**config.mk**
```make
export PLATFORM = sky130hd
export DESIGN_NAME = word_multiply_xor_hash64
export DESIGN_NICKNAME = d
export VERILOG_FILES = /design/src/whm_pkg.sv /design/src/whm_front.sv /design/src/whm_queue.sv /design/src/whm_mul.sv /design/src/whm_back.sv /design/src/word_multiply_xor_hash64.sv
export SDC_FILE = /design/constraint.sdc
export NUM_CORES = 2
export LEC_CHECK = 0
export BUFFER_PORTS_ARGS = -buffer_cell sky130_fd_sc_hd__buf_2
export CAP_MARGIN = 40
export CELL_PAD_IN_SITES_DETAIL_PLACEMENT = 1
export CELL_PAD_IN_SITES_GLOBAL_PLACEMENT = 1
export CORE_MARGIN = 2
export CORE_UTILIZATION = 47
export DETAILED_ROUTE_END_ITERATION = 12
export HOLD_SLACK_MARGIN = 0.05
export PLACE_DENSITY_LB_ADDON = 0.1
export SETUP_SLACK_MARGIN = 0.05
export SYNTH_ARGS = -nofsm -noshare
export SYNTH_HDL_FRONTEND = slang
export SYNTH_SLANG_ARGS = --single-unit
export TNS_END_PERCENT = 50
```
**constraint.sdc**
```tcl
create_clock -name clock -period 10.2 [get_ports clock]
set_input_delay 0 -clock clock [delete_from_list [all_inputs] [get_ports clock]]
set_output_delay 0 -clock clock [all_outputs]
set_load 0.01 [all_outputs]
```
**src/whm_pkg.sv**
```systemverilog
// Package for the word multiply-xor hash block: hash constants, queue command
// type and the xor-shift helper. No dependencies.
`timescale 1ns / 1ps

package whm_pkg;

   localparam logic [63:0] SEED_CONST = 64'h243F6A8885A308D3;
   localparam logic [63:0] MUL_CONST  = 64'h9E3779B97F4A7C15;
   localparam logic [63:0] FMIX_MUL_A = 64'hFF51AFD7ED558CCD;
   localparam logic [63:0] FMIX_MUL_B = 64'hC4CEB9FE1A85EC53;
   localparam int unsigned FMIX_SHIFT = 33;

   // default depth of the queue between front and back
   localparam int unsigned QUEUE_DEPTH_DEF = 2;

   // one classified beat, as handed from front to back
   typedef struct packed {
      logic        first;
      logic        last;
      logic        mix;
      logic [63:0] seed;
      logic [63:0] word;
   } cmd_type;

   function automatic logic [63:0] xor_shift(input logic [63:0] v);
      xor_shift = v ^ (v >> FMIX_SHIFT);
   endfunction

endpackage

```
**src/whm_front.sv**
```systemverilog
// Front part: classifies an input beat into a queue command (seed, masked
// word, mix and last flags). Depends on whm_pkg.
`timescale 1ns / 1ps

module whm_front (
   input  logic            req_first,
   input  logic            req_last,
   input  logic [63:0]     req_message_length,
   input  logic [63:0]     req_data_word,
   input  logic [3:0]      req_byte_count,
   output whm_pkg::cmd_type cmd
);

   logic [63:0] byte_mask;

   // byte i is kept when i is below the count; counts of eight and up keep all
   always_comb begin
      for (int i = 0; i < 8; i++) begin
         byte_mask[i*8 +: 8] = (4'(i) < req_byte_count) ? 8'hFF : 8'h00;
      end
   end

   always_comb begin
      cmd.first = req_first;
      cmd.last  = req_last;
      cmd.mix   = (req_byte_count != 4'd0);
      cmd.seed  = whm_pkg::SEED_CONST ^ req_message_length;
      cmd.word  = req_data_word & byte_mask;
   end

endmodule

```
**src/whm_queue.sv**
```systemverilog
// Small command queue between front and back parts.
// Depends on whm_pkg for the command type.
`timescale 1ns / 1ps

module whm_queue #(
   parameter int unsigned DEPTH = whm_pkg::QUEUE_DEPTH_DEF
) (
   input  logic             clock,
   input  logic             reset,
   input  logic             push,
   input  whm_pkg::cmd_type push_cmd,
   output logic             full,
   input  logic             pop,
   output logic             not_empty,
   output whm_pkg::cmd_type head
);

   localparam int unsigned PTR_W = (DEPTH > 1) ? $clog2(DEPTH) : 1;
   localparam int unsigned CNT_W = $clog2(DEPTH + 1);

   whm_pkg::cmd_type   entry_ff [DEPTH];
   logic [PTR_W-1:0]   wr_ptr_ff, wr_ptr_in;
   logic [PTR_W-1:0]   rd_ptr_ff, rd_ptr_in;
   logic [CNT_W-1:0]   count_ff, count_in;
   logic               do_push, do_pop;

   assign full      = (count_ff == CNT_W'(DEPTH));
   assign not_empty = (count_ff != '0);
   assign head      = entry_ff[rd_ptr_ff];
   assign do_push   = push && !full;
   assign do_pop    = pop && not_empty;

   // pointer and fill count update
   always_comb begin
      wr_ptr_in = wr_ptr_ff;
      rd_ptr_in = rd_ptr_ff;
      count_in  = count_ff;
      if (do_push) begin
         wr_ptr_in = (wr_ptr_ff == PTR_W'(DEPTH - 1)) ? '0 : wr_ptr_ff + 1'b1;
      end
      if (do_pop) begin
         rd_ptr_in = (rd_ptr_ff == PTR_W'(DEPTH - 1)) ? '0 : rd_ptr_ff + 1'b1;
      end
      if (do_push && !do_pop) begin
         count_in = count_ff + 1'b1;
      end else if (do_pop && !do_push) begin
         count_in = count_ff - 1'b1;
      end
   end

   always_ff @(posedge clock) begin
      if (reset) begin
         wr_ptr_ff <= '0;
         rd_ptr_ff <= '0;
         count_ff  <= '0;
      end else begin
         wr_ptr_ff <= wr_ptr_in;
         rd_ptr_ff <= rd_ptr_in;
         count_ff  <= count_in;
      end
   end

   // entry storage
   always_ff @(posedge clock) begin
      if (do_push) begin
         entry_ff[wr_ptr_ff] <= push_cmd;
      end
   end

endmodule

```
**src/whm_mul.sv**
```systemverilog
// Sequential 64 x 64 -> 64 (low half) multiplier, one 32 x 32 partial
// product per cycle: low x low, then two cross terms. Depends on nothing but the clock.
`timescale 1ns / 1ps

module whm_mul (
   input  logic        clock,
   input  logic        reset,
   input  logic        start,
   input  logic [63:0] op_a,
   input  logic [63:0] op_b,
   output logic        done,
   output logic [63:0] product
);

   localparam logic [1:0] STEP_LO    = 2'd0;
   localparam logic [1:0] STEP_CROSS = 2'd1;
   localparam logic [1:0] STEP_FINAL = 2'd2;

   logic        busy_ff, busy_in;
   logic        done_ff, done_in;
   logic [1:0]  step_ff, step_in;
   logic [63:0] a_ff, a_in;
   logic [63:0] b_ff, b_in;
   logic [63:0] acc_ff, acc_in;
   logic [31:0] a_part, b_part;
   logic [63:0] pp;

   // low x low, then the two cross terms that land in the upper half
   always_comb begin
      case (step_ff)
         STEP_LO: begin
            a_part = a_ff[31:0];
            b_part = b_ff[31:0];
         end
         STEP_CROSS: begin
            a_part = a_ff[31:0];
            b_part = b_ff[63:32];
         end
         default: begin
            a_part = a_ff[63:32];
            b_part = b_ff[31:0];
         end
      endcase
   end

   assign pp = a_part * b_part;

   always_comb begin
      busy_in = busy_ff;
      done_in = 1'b0;
      step_in = step_ff;
      a_in    = a_ff;
      b_in    = b_ff;
      acc_in  = acc_ff;
      if (start) begin
         busy_in = 1'b1;
         step_in = STEP_LO;
         a_in    = op_a;
         b_in    = op_b;
      end else if (busy_ff) begin
         if (step_ff == STEP_LO) begin
            acc_in = pp;
         end else begin
            acc_in = acc_ff + {pp[31:0], 32'd0};
         end
         if (step_ff == STEP_FINAL) begin
            busy_in = 1'b0;
            done_in = 1'b1;
         end else begin
            step_in = step_ff + 1'b1;
         end
      end
   end

   always_ff @(posedge clock) begin
      if (reset) begin
         busy_ff <= 1'b0;
         done_ff <= 1'b0;
         step_ff <= STEP_LO;
      end else begin
         busy_ff <= busy_in;
         done_ff <= done_in;
         step_ff <= step_in;
      end
   end

   always_ff @(posedge clock) begin
      a_ff   <= a_in;
      b_ff   <= b_in;
      acc_ff <= acc_in;
   end

   assign done    = done_ff;
   assign product = acc_ff;

endmodule

```
**src/whm_back.sv**
```systemverilog
// Back part: owns the running hash, mixes queued words, runs the fmix64
// finalizer and holds the result register. Depends on whm_pkg and whm_mul.
`timescale 1ns / 1ps

module whm_back (
   input  logic             clock,
   input  logic             reset,
   input  logic             cmd_valid,
   input  whm_pkg::cmd_type cmd,
   output logic             cmd_pop,
   output logic             rsp_valid,
   input  logic             rsp_stall,
   output logic [63:0]      rsp_hash_value
);

   typedef enum logic [4:0] {
      ST_IDLE = 5'b00001,
      ST_MIX  = 5'b00010,
      ST_FMA  = 5'b00100,
      ST_FMB  = 5'b01000,
      ST_OUT  = 5'b10000
   } state_type;

   state_type   state_ff, state_in;
   logic [63:0] hash_ff, hash_in;
   logic        last_ff, last_in;
   logic        rsp_valid_ff, rsp_valid_in;
   logic [63:0] rsp_hash_ff, rsp_hash_in;
   logic [63:0] seeded;
   logic        mul_start, mul_done;
   logic [63:0] mul_a, mul_b, mul_product;

   whm_mul u_mul (
      .clock   (clock),
      .reset   (reset),
      .start   (mul_start),
      .op_a    (mul_a),
      .op_b    (mul_b),
      .done    (mul_done),
      .product (mul_product)
   );

   assign seeded = cmd.first ? cmd.seed : hash_ff;

   // sequencer
   always_comb begin
      state_in     = state_ff;
      hash_in      = hash_ff;
      last_in      = last_ff;
      rsp_valid_in = rsp_valid_ff && rsp_stall;
      rsp_hash_in  = rsp_hash_ff;
      cmd_pop      = 1'b0;
      mul_start    = 1'b0;
      mul_a        = whm_pkg::xor_shift(mul_product);
      mul_b        = whm_pkg::FMIX_MUL_A;
      case (state_ff)
         ST_IDLE: begin
            if (cmd_valid) begin
               cmd_pop = 1'b1;
               hash_in = seeded;
               last_in = cmd.last;
               if (cmd.mix) begin
                  mul_start = 1'b1;
                  mul_a     = seeded ^ cmd.word;
                  mul_b     = whm_pkg::MUL_CONST;
                  state_in  = ST_MIX;
               end else if (cmd.last) begin
                  mul_start = 1'b1;
                  mul_a     = whm_pkg::xor_shift(seeded);
                  state_in  = ST_FMA;
               end
            end
         end
         ST_MIX: begin
            if (mul_done) begin
               hash_in = mul_product;
               if (last_ff) begin
                  mul_start = 1'b1;
                  state_in  = ST_FMA;
               end else begin
                  state_in = ST_IDLE;
               end
            end
         end
         ST_FMA: begin
            if (mul_done) begin
               mul_start = 1'b1;
               mul_b     = whm_pkg::FMIX_MUL_B;
               state_in  = ST_FMB;
            end
         end
         ST_FMB: begin
            if (mul_done) begin
               state_in = ST_OUT;
            end
         end
         ST_OUT: begin
            // load the result once the output register is free
            if (!rsp_valid_ff || !rsp_stall) begin
               rsp_valid_in = 1'b1;
               rsp_hash_in  = whm_pkg::xor_shift(mul_product);
               state_in     = ST_IDLE;
            end
         end
         default: begin
            state_in = ST_IDLE;
         end
      endcase
   end

   always_ff @(posedge clock) begin
      if (reset) begin
         state_ff     <= ST_IDLE;
         hash_ff      <= '0;
         rsp_valid_ff <= 1'b0;
      end else begin
         state_ff     <= state_in;
         hash_ff      <= hash_in;
         rsp_valid_ff <= rsp_valid_in;
      end
   end

   always_ff @(posedge clock) begin
      last_ff     <= last_in;
      rsp_hash_ff <= rsp_hash_in;
   end

   assign rsp_valid      = rsp_valid_ff;
   assign rsp_hash_value = rsp_hash_ff;

endmodule

```
**src/word_multiply_xor_hash64.sv**
```systemverilog
// Top level of the streaming 64-bit multiply-xor hash with fmix64 finalizer.
// Depends on whm_pkg, whm_front, whm_queue and whm_back.
//
//   Channel | Direction | Handshake          | Payload
//   req_    | in        | req_valid/req_stall | first, last, message_length,
//           |           |                     | data_word, byte_count
//   rsp_    | out       | rsp_valid/rsp_stall | hash_value
//
// A word with non-zero byte count is popped by the back part and then runs
// through the shared 32 x 32 multiplier until its done flag is raised; a last
// word adds two more multiplies and an output load.
// The multiplier is the bottleneck; the queue lets the front take beats ahead.
// Reset is synchronous and clears the queue, sequencer, hash and rsp_valid.
// A stalled result holds the back part in its output state; the queue fills
// and then req_stall rises.
`timescale 1ns / 1ps

module word_multiply_xor_hash64 #(
   parameter int unsigned QUEUE_DEPTH = whm_pkg::QUEUE_DEPTH_DEF
) (
   input  logic        clock,
   input  logic        reset,
   input  logic        req_valid,
   output logic        req_stall,
   input  logic        req_first,
   input  logic        req_last,
   input  logic [63:0] req_message_length,
   input  logic [63:0] req_data_word,
   input  logic [3:0]  req_byte_count,
   output logic        rsp_valid,
   input  logic        rsp_stall,
   output logic [63:0] rsp_hash_value
);

   whm_pkg::cmd_type front_cmd;
   whm_pkg::cmd_type head_cmd;
   logic             q_full, q_not_empty, q_pop;

   whm_front u_front (
      .req_first          (req_first),
      .req_last           (req_last),
      .req_message_length (req_message_length),
      .req_data_word      (req_data_word),
      .req_byte_count     (req_byte_count),
      .cmd                (front_cmd)
   );

   whm_queue #(
      .DEPTH (QUEUE_DEPTH)
   ) u_queue (
      .clock     (clock),
      .reset     (reset),
      .push      (req_valid),
      .push_cmd  (front_cmd),
      .full      (q_full),
      .pop       (q_pop),
      .not_empty (q_not_empty),
      .head      (head_cmd)
   );

   assign req_stall = q_full;

   whm_back u_back (
      .clock          (clock),
      .reset          (reset),
      .cmd_valid      (q_not_empty),
      .cmd            (head_cmd),
      .cmd_pop        (q_pop),
      .rsp_valid      (rsp_valid),
      .rsp_stall      (rsp_stall),
      .rsp_hash_value (rsp_hash_value)
   );

endmodule
```
Yosys cells after proc, flatten, opt, wreduce, memory -nomap -nowiden
Memories as Yosys holds them, arrays and structs flattened. A register that Yosys moved wholly into a read port is not among the register bits. Cells that the tools add are included.

$add $sub $neg: 6. $mul: 1. $lt $le $gt $ge: 8. Equal/unequal tests: 14. Mux-type cells: 55. Bitwise operators: 8. Reductions and logical operators: 25.

Operators with widths (number): $mux 64 (9); $pmux 64 s2 (2); $xor 64x31->64 (2); $add 64x64->64 (1); $and 64x64->64 (1); $mul 32x32->64 (1); $mux 32 (2); $mux 8 (8); $xor 64x64->64 (1); $mux 63 (1); $mux 62 (1); $mux 5 (7); $not 27->27 (1); $pmux 5 s5 (1); $mux 1 (20); $lt 3x4->1 const A (4); $lt 1x4->1 const A (2); $lt 2x4->1 const A (2); $ne 2x2->1 const B (4); $reduce_and 2->1 (4); $reduce_and 6->1 (1); $reduce_bool 2->1 (3); $eq 5x1->1 const B (1); $eq 5x2->1 const B (1); other kinds (22) (37).

Register bits: 335. Memory bits (writable): 262. Output and inout port bits: 66. Logic and storage cells: 132. Memories: 1.

Memory list: u_queue.entry_ff (depth 2, width 131, read ports 1, clocked after Yosys merged registers in 1, wr ports 1, RTL line whm_queue.sv:21) `whm_pkg::cmd_type entry_ff [DEPTH];`.

Logic depth before layout (Yosys ltp)
Word-level depth: 7. Mapped depth: 43. Gate-level depth less buffers: 40.

Modules after synthesis
A second synthesis with hierarchy kept.

Cells, all modules: 5703. Area, all modules: 59936.2 µm².

Modules (own cells, without submodules): whm_mul (instances 1, cells an instance 4293, area an instance 41125.7 µm²); whm_queue (instances 1, cells an instance 433, area an instance 10048.4 µm²); whm_back (instances 1, cells an instance 837, area an instance 7862.5 µm²); whm_front (instances 1, cells an instance 140, area an instance 899.6 µm²).

Least setup slack after synthesis
OpenSTA, ideal clock, no wires.

Path kind: reg-to-reg. Start point: register u_back.u_mul.step_ff[1]. End point: register u_back.u_mul.acc_ff[63] (netlist: u_back.u_mul.product[63]), data pin. Arrival time: 9.621 ns. Data required time: 9.929 ns. Setup slack: 0.308 ns. Stages on the path, launching flop included: 40. Path buffers: 3. Period minus slack after synthesis: 9.892 ns. Cell sequence: dfxtp_1 inv_1 ha_1 clkbuf_1 nor2_1 clkbuf_1 mux2i_1 clkinv_1 nand2_1 inv_1 nand2_1 fa_1 fa_1 inv_1 fa_1 inv_1 fa_1 inv_1 [... 4 more ...] ha_1 clkbuf_1 nand2_1 nor3_1 o2111ai_1 nor2b_1 xnor2_1 ha_1 a21o_1 a21oi_1 a21boi_0 o21ai_0 nor4_1 nor2_1 a221oi_2 o21ai_0 xnor2_1 mux2i_1.

Word-level cells in the longest chain between the ends: 6. Elaborated cells on any way between the ends: 8. Classes of those cells: add/sub (1); mul (1); eq/ne (1); mux (3); reduce/logical (2).

RTL lines: from (decl) (RTL line whm_mul.sv:21) `logic [1:0] step_ff, step_in;`; from (signal assigned) (RTL line whm_mul.sv:83) `step_ff <= step_in;`; $eq 2x1->1 / $logic_not 2->1 (equally long branches) (RTL line whm_mul.sv:30, whm_mul.sv:61); $reduce_or 2->1 (no line); $mux 32 (RTL line whm_mul.sv:30) `case (step_ff)`; $mul 32x32->64 (RTL line whm_mul.sv:46) `assign pp = a_part * b_part;`; $add 64x64->64 (RTL line whm_mul.sv:64) `acc_in = acc_ff + {pp[31:0], 32'd0};`; $mux 64 (*) (RTL line whm_mul.sv:61) `if (step_ff == STEP_LO) begin`; to (signal assigned) (RTL line whm_mul.sv:90) `acc_ff <= acc_in;`; to (decl) (RTL line whm_mul.sv:24) `logic [63:0] acc_ff, acc_in;`.

Every way passes the cells marked *; elsewhere a longest branch is shown, timed or not. A chain may end at the register's enable or synchronous reset.

Final worst setup path
Start point: register u_back.u_mul.b_ff[50]. End point: register u_back.u_mul.acc_ff[62] (netlist: u_back.u_mul.product[62]), data pin.

Word-level cells in the longest chain between the ends: 4.

RTL lines: from (decl) (RTL line whm_mul.sv:23) `logic [63:0] b_ff, b_in;`; from (signal assigned) (RTL line whm_mul.sv:89) `b_ff <= b_in;`; $mux 32 (*) (RTL line whm_mul.sv:30); $mul 32x32->64 (*) (RTL line whm_mul.sv:46); $add 64x64->64 (RTL line whm_mul.sv:64); $mux 64 (*) (RTL line whm_mul.sv:61).

Marked as above.

==> flow_summary.toml <==
[critical_path]
worstSetupPathType = "flip-flop to flip-flop"
crit_start = "u_back.u_mul.b_ff[50]$_DFFE_PP_"
r2r_start = "u_back.u_mul.b_ff[50]$_DFFE_PP_"
cp-start-kind = "flip-flop"
path_depth = 31
reg2regPathDepth = 31
r2r-end = "u_back.u_mul.product[62]$_DFFE_PP_"
critPathMaxFanout = 24
critPathMostFrequentCell = "fa_1"
crit_path_top_delay_cell = "fa_1"
crit_family = "adder cells"
reg2reg_slack_ns = 0.43
crit_arrival_ns = 10.10
cp_data_required_time_ns = 10.53
endpoint = "u_back.u_mul.product[62]$_DFFE_PP_"
crit_buf_inv = 7
critical_path.max_stage_delay_ns = 0.64
end_kind = "flip-flop"

[logic_synthesis]
synthArstFlopShare = 0
synth_fp_nets = 6649
yosys_warnings = 0
ys_seq_elements = 540
synth_compound_area_frac = 0.0756
synth_adder_area_share = 0.392
netlist_instances = 5314
synthTopCellsByArea = "fa_1 (32%), edfxtp_1 (25%), ha_1 (6.8%), inv_1 (6.5%), nor2_1 (3.9%)"
synth_top_family_by_area = "adder cells"
synth_edf_count = 461
synth_largest_area_cell = "fa_1"
yosysTopAreaCellShare = 0.324
synth-xor-area-share = 0.0349
yosys.area_share.simple = 0.106
synth_flop_cell = "edfxtp_1"
seq_area_frac_synth = 0.278
syn-cell-area_um2 = 55400
ys_types = 74
muxShareOfSynthArea = 0.0319
syn_avg_cell_area_um2 = 10.4

[routing]
avgRoutedWirePerCell_um = 29.8
dr.pass1.iters = 5
vias = 41583
drc_errors = 0
via_per_inst = 5.70
first_iter_violations = 3673
totalWireLength_um = 218000
ant_nets = 0

[placement]
port_buffers = 203
dpl.hpwl_um = 179000
placed_cells = 7054
gp_congestion = 1.03

[outcome]
outcome = "finished, final reports clean"

[die]
fp.dieH_um = 347
ios = 204
rows = 126
dieWidth_um = 347
start_util = 0.471
fp.dieArea_um2 = 121000
core_um2 = 118000

[sta]
relSlewSlack = 0.400
post-route-min-period_ns = 9.77
fmax_mhz = 102
setup_viol = 0
rsz0062_at_grt = "yes"
worstMarginPinSlew_ns = 0.900
timing.setup.tns_ns = 0
skew_ns = 0.0214
final.period_utilization = 0.957
drv_slew = 0
hold_viol = 0

[global_routing]
grt_start_max_net_pins = 87
track_usage = 0.364
antenna_found_initial = 3
overflow = 0
grt_pass1_wl_um = 316000
grt_pass1_vias = 45235

[clock_network]
ctsRootBufferMaster = "clkbuf_16"
cts.clk_slew.worst_paths_ns = 0.07
cts_tree = "yes"
cts.sinks = 540
worstSkewPairLatency_ns = 0.60
cts_buffers = 48
clockBufferDepth = 3
htreeDepth = 2

[job]
drv_cap = 0

[hold_path]
min_path_type = "input port to flip-flop"

[layout]
final_cells = 7296
area_delta_synth_final_pct = 13.8
final_nets = 7053
drive_gt1_frac = 0.109
==> cells in the mapped netlist, types with 55 or more instances <==
master and number:
nor3_1 55, dfxtp_1 79, and3_1 65, inv_1 953, a21oi_1 264, and2_1 117
nor2_1 572, mux2i_1 162, a211oi_1 73, a21o_1 56, edfxtp_1 461, nor2b_1 55
xnor2_1 100, clkbuf_1 205, o21ai_0 63, nand2_1 330, fa_1 897, xor2_1 119
ha_1 300
==> cells in the final DEF, fill, tap and decap left out, drive strengths merged, types with 16 or more instances in the layout <==
cell type      n
inv          954
fa           897
nor2         572
edfxtp       461
buf          446
nand2        330
ha           300
a21oi        265
mux2i        162
dlygate4sd3  142
xor2         119
and2         117
xnor2        101
dfxtp         79
o21ai         78
a211oi        73
and3          65
clkbuf        57
a21o          56
nor3          55
nor2b         55
nand3         54
clkinv        37
a22oi         36
o22a          34
o22ai         33
nand4         23
nand2b        16
==> how the worst min path moves through the flow <==
stage	start	end	depth (start not counted)
2_1_floorplan	req_message_length[36]	u_queue.entry_ff[0][100]$_DFFE_PP_	0
3_3_place_gp	req_message_length[8]	u_queue.entry_ff[0][72]$_DFFE_PP_	1
3_5_place_dp	req_message_length[2]	u_queue.entry_ff[0][66]$_DFFE_PP_	1
4_1_cts	req_message_length[18]	u_queue.entry_ff[1][82]$_DFFE_PP_	2
5_1_grt	req_message_length[29]	u_queue.entry_ff[0][93]$_DFFE_PP_	2
6_report	req_message_length[29]	u_queue.entry_ff[0][93]$_DFFE_PP_	2
==> worst reg2reg max path: cells and delay by family, from the launching register on <==
kind	cells	cell delay, ns
xor gates and xnor gates	2	0.44
adders and majority gates	10	5.03
and+or+nand+nor	5	1.03
buffers and inverters	7	1.23
AOI/OAI and AO/OA	6	1.10
muxes	1	0.08
DFF	1	0.60
==> cell type report <==
cell class	instances	area [um2]
Multi-Input combinational cell	3569	35900
Antenna cell	2	5.00
Clock inverter	34	397
Fill cell	12720	54500
Clock buffer	56	1250
Inverter	970	3640
Sequential cell	540	15400
Timing Repair Buffer	589	4550
Tap cell	1536	1920
==> through the flow <==
stage / hold WS (ns) / util / worst slack, ns / area (um2)
2_1_floorplan: 0.0989 / - / 0.308 / 55400
6_report: 0.127 / 0.536 / 0.434 / 63100
4_1_cts: 0.0872 / 0.534 / 0.0667 / 62700
5_1_grt: 0.122 / 0.536 / 0.0112 / 63100
3_3_place_gp: 0.188 / 0.505 / 0.0463 / 59400
3_5_place_dp: 0.192 / 0.507 / -0.164 / 59700
==> what timing repair did <==
action                                 in CTS  in global routing
pin swaps                                   0                  9
cloned                                      0                  0
setup buffers                               0                  8
endpoints found under the hold margin     333                  0
gates resized for setup                     5                 62
hold buffers                              142                  0
setup endpoints to repair                   2                 11
==> logic make-up after synthesis <==
logic type / after synthesis
compound gates: 658
xor+xnor: 220
fa+ha+maj: 1197
buf+inv: 1205
flops: 540
mux: 175
simple gates: 1319
==> per-layer routing <==
layer	global-route usage	routed length [um]
met1	0.495	89800
met2	0.593	103000
met5	0	44
met3	0.0454	14600
met4	0.147	10500
==> state kept, by name, summed over array words and instances (netlist names), named ones only <==
name and cells:
u_back.state_ff 5, u_queue.rd_ptr_ff 1, u_queue.count_ff 2, u_back.u_mul.step_ff 2
u_back.u_mul.product 64, u_back.u_mul.b_ff 6, u_back.rsp_hash_value 64, u_back.u_mul.done 1
u_back.u_mul.busy_ff 1, u_queue.entry_ff 262, u_queue.wr_ptr_ff 1, u_back.rsp_valid 1
u_back.last_ff 1, u_back.u_mul.a_ff 64, u_back.hash_ff 64
Power is not shown: default switching activity piles up to over one toggle a cycle in this logic, so the estimate is an artifact.
